===== config.mk =====
export PLATFORM = sky130hd
export DESIGN_NAME = efws_pick
export DESIGN_NICKNAME = d
export VERILOG_FILES = /design/src/rtl/efws_pkg.sv /design/src/rtl/efws_pick.sv
export SDC_FILE = /design/constraint.sdc
export NUM_CORES = 1
export LEC_CHECK = 0
export BUFFER_PORTS_ARGS = -buffer_cell sky130_fd_sc_hd__buf_2
export CORE_ASPECT_RATIO = 0.7
export CORE_MARGIN = 3
export CORE_UTILIZATION = 49
export DETAILED_ROUTE_END_ITERATION = 7
export GPL_ROUTABILITY_DRIVEN = 0
export GPL_TIMING_DRIVEN = 0
export PLACE_DENSITY = 0.92
export REMOVE_ABC_BUFFERS = 1
export SYNTH_ARGS = -nofsm -noshare
export SYNTH_HDL_FRONTEND = slang
export SYNTH_SLANG_ARGS = --single-unit

===== constraint.sdc =====
create_clock -name vclk -period 5.2
set_clock_uncertainty 0.15 [all_clocks]
set_input_delay 0.26 -clock vclk [all_inputs]
set_output_delay 0.26 -clock vclk [all_outputs]
set_load 0.005 [all_outputs]

===== src/rtl/efws_pkg.sv =====
`timescale 1ns / 1ps
// ----------------------------------------------------------------------------
// efws_pkg
// shared widths, heap slot type and ordering function for the scheduler
// ----------------------------------------------------------------------------
package efws_pkg;

  localparam int TIME_W          = 48;
  localparam int DUR_W           = 32;
  localparam int WKR_W           = 6;
  localparam int CNT_W           = 7;
  // worker count register is 7 bits, so live workers never exceed 127
  localparam int IDX_W           = 7;
  localparam int DEF_MAX_WORKERS = 64;

  typedef struct packed {
    logic [TIME_W-1:0] time_v;
    logic [IDX_W-1:0]  idx;
  } slot_t;

  typedef struct packed {
    logic swap;   // a child is earlier than the moving slot
    logic right;  // that child is the right one
  } pick_t;

  // strict order: time first, lower index on equal time
  function automatic logic earlier(input slot_t a, input slot_t b);
    logic res;
    if (a.time_v != b.time_v) begin
      res = (a.time_v < b.time_v);
    end else begin
      res = (a.idx < b.idx);
    end
    return res;
  endfunction

endpackage


===== src/rtl/efws_pick.sv =====
`timescale 1ns / 1ps
// ----------------------------------------------------------------------------
// efws_pick
// shared compare unit: picks the earliest of a slot and its two children
// ----------------------------------------------------------------------------
module efws_pick (
  input  efws_pkg::slot_t cur,
  input  efws_pkg::slot_t left,
  input  efws_pkg::slot_t right,
  input  logic            l_ok,
  input  logic            r_ok,
  output efws_pkg::pick_t pick
);
  import efws_pkg::*;

  slot_t best;

  always_comb begin
    best       = cur;
    pick.swap  = 1'b0;
    pick.right = 1'b0;
    if (l_ok && earlier(left, cur)) begin
      best      = left;
      pick.swap = 1'b1;
    end
    if (r_ok && earlier(right, best)) begin
      pick.swap  = 1'b1;
      pick.right = 1'b1;
    end
  end

endmodule


==> metrics <==
Worst-Margin Slew 0.4489 ns; DRT Wirelength 10,260 µm; Int Pwr 188.7 µW; relative slew slack 0.6982; design area 4245 µm²; CTS Hold Bufs 0; sequential element share of the synthesized area 0; PwrDens 91.40 nW/µm²; Hold Path Depth 5; commonest cells after routing, fill and taps aside buf_2 (169), ha_1 (108), inv_1 (65); min-delay src right[0]; CP max FO 24; Hold WC Path Type primary input to output port; Rows 24; Final setup viols 0; via count 3,680; Fin. Hold Viols 0; Max Freq 201.3 MHz; Psw 199.4 µW; syn avg cell area 7.962 µm²; register cell area after layout 0 µm²; CORE AREA 6336 µm²; CP Data Arrival Time 4.56 ns; drt via density 5.509; Area growth syn-to-layout 30.05%; vias in the first global route 3,807; Die Wd 103.6 µm; Startpoint Class primary input; Nets 854; Critical Path End Type output port; Leak 0.002682 µW; io pins 169; DRC violations left 0; final core occ 0.6700; Final period util 0.9554; first-pass GRT wire length 16,630 µm; Gate power share 1.000; Seq pwr share 0; Synth Cell Area 3264 µm²; share of layout cells above drive strength 1 0.3137; worst setup path class primary input to output port; Die Height 74.29 µm; wire per inst 15.36 µm; WP data required 4.79 ns; Hold Path End pick[0]; Remaining Overflow, GRT 0; Netlist cell types 42; Die Footprint 7693 µm²; largest net degree at the start of global routing 25; Max Slew Vio Count 0; status completed; clock buffer count 0; Placed Instance Area 4204 µm²; Starting Density 0.5152; crit path time final 4.968 ns; fill count 534; YS warnings 0; GRT Util Overall 0.2548; max_cap viols 0; diodes inserted 0; VDD IR-drop max 0.00004987 V; Final HPWL DP 9433 µm; 1st-pass router iterations 4; DRT iter0 DRCs 77; crit path launch cur[52]; switch share 0.5138; Post-DRT Antenna Nets 0; antenna violations before repair 1; Clock power frac 0; PortBufs 169; Synth Instances 410; leading cell type in the layout, fill and taps excluded buf_2; RSZ-0062 raised after global routing no; pre-CTS WS -0.5541 ns; worst setup margin 0.2321 ns; final hold slack 0.7585 ns; sequential cell count 0
==> area by class of cell <==
class / instances / area [µm²] / share of cell area
well taps: 91 / 113.9 / 0.02682
repair buffers: 173 / 908.4 / 0.2140
inverters: 65 / 244.0 / 0.05747
multi-input cells: 339 / 2979 / 0.7017
==> repair_timing <==
item	4_1_cts	5_1_grt
pin swaps	1	2
buffers inserted	1	1
resized for setup	1	3
cloned	0	0
setup endpoints to repair	2	2
==> per-stage QoR <==
| stage | power (µW) | TNS, ns | instances |
|---|---|---|---|
| global placement | 359.8 | -5.387 | 664 |
| floorplan | 234.1 | -1.922 | 404 |
| detailed placement | 380.7 | -1.056 | 666 |
| finish | 388.0 | 0 | 668 |
| CTS | 384.7 | 0 | 667 |
| global route | 440.0 | 0 | 668 |
==> per-layer routing <==
metal,part of all wire,GRT usage
met1,0.43,0.3099
met2,0.49,0.4993
met3,0.066,0.03036
met4,0.017,0.04425
met5,0.0014,0
==> synthesized netlist by cell type, types with 2 or more instances <==
library cell,n,area (µm²)
a21oi_1,37,185.2
nand4_1,19,118.9
nand3_1,15,75.07
nand2_1,21,78.83
o211ai_1,2,15.01
nor2_1,5,18.77
nor4_1,2,12.51
buf_6,2,22.52
buf_8,3,45.04
a31oi_1,2,12.51
a211oi_1,4,30.03
nand2b_1,4,25.02
a21boi_0,2,15.01
o21a_1,2,15.01
and4_1,3,26.28
a21o_1,16,120.1
mux2i_1,54,540.5
nor2b_1,3,18.77
inv_1,65,244.0
ha_1,108,1351
nor3_1,6,30.03
o2111ai_1,2,17.52
o21ai_0,14,70.07
==> worst max-delay path by stage <==
| stage | depth (start not counted) | to | slack, ns |
|---|---|---|---|
| detailed placement | 22 | pick[0] | -0.55 |
| global route | 22 | pick[1] | 0.02 |
| global placement | 19 | pick[1] | -2.72 |
| finish | 22 | pick[0] | 0.23 |
| CTS | 22 | pick[0] | 0.02 |
| floorplan | 16 | pick[0] | -1.0 |
==> worst max-delay path: stages <==
cell,delay (ns)
buf_2,0.10
inv_1,0.04
ha_1,0.29
nand4_1,0.11
or3_4,0.42
nor4_4,0.23
a21boi_1,0.22
a31oi_1,0.10
a21oi_4,0.22
buf_16,0.20
buf_12,0.22
mux2i_1,0.23
ha_1,0.26
nand3_1,0.11
nor2_1,0.08
a2111o_1,0.41
a21oi_1,0.17
o311ai_0,0.19
a211oi_2,0.26
a31oi_1,0.13
o31ai_1,0.10
buf_2,0.18
==> power groups by stage <==
stage | combinational, µW | sequential [µW] | clock, µW
3_3_place_gp | 360 | 0 | 0
6_report | 388 | 0 | 0
4_1_cts | 385 | 0 | 0
5_1_grt | 440 | 0 | 0
3_5_place_dp | 381 | 0 | 0
2_1_floorplan | 234 | 0 | 0
==> kinds of logic (layout without fill, tap and decap cells) <==
| group | Yosys count | count (layout) | synth area share |
|---|---|---|---|
| multiplexers | 54 | 54 | 0.1656 |
| buffers and inverters | 71 | 238 | 0.09774 |
| AO/OA/AOI/OAI | 94 | 94 | 0.1817 |
| adder cells (fa/ha/maj) | 108 | 108 | 0.4140 |
| AND/OR/NAND/NOR | 83 | 83 | 0.1411 |
(Power assumes the default switching activity.)
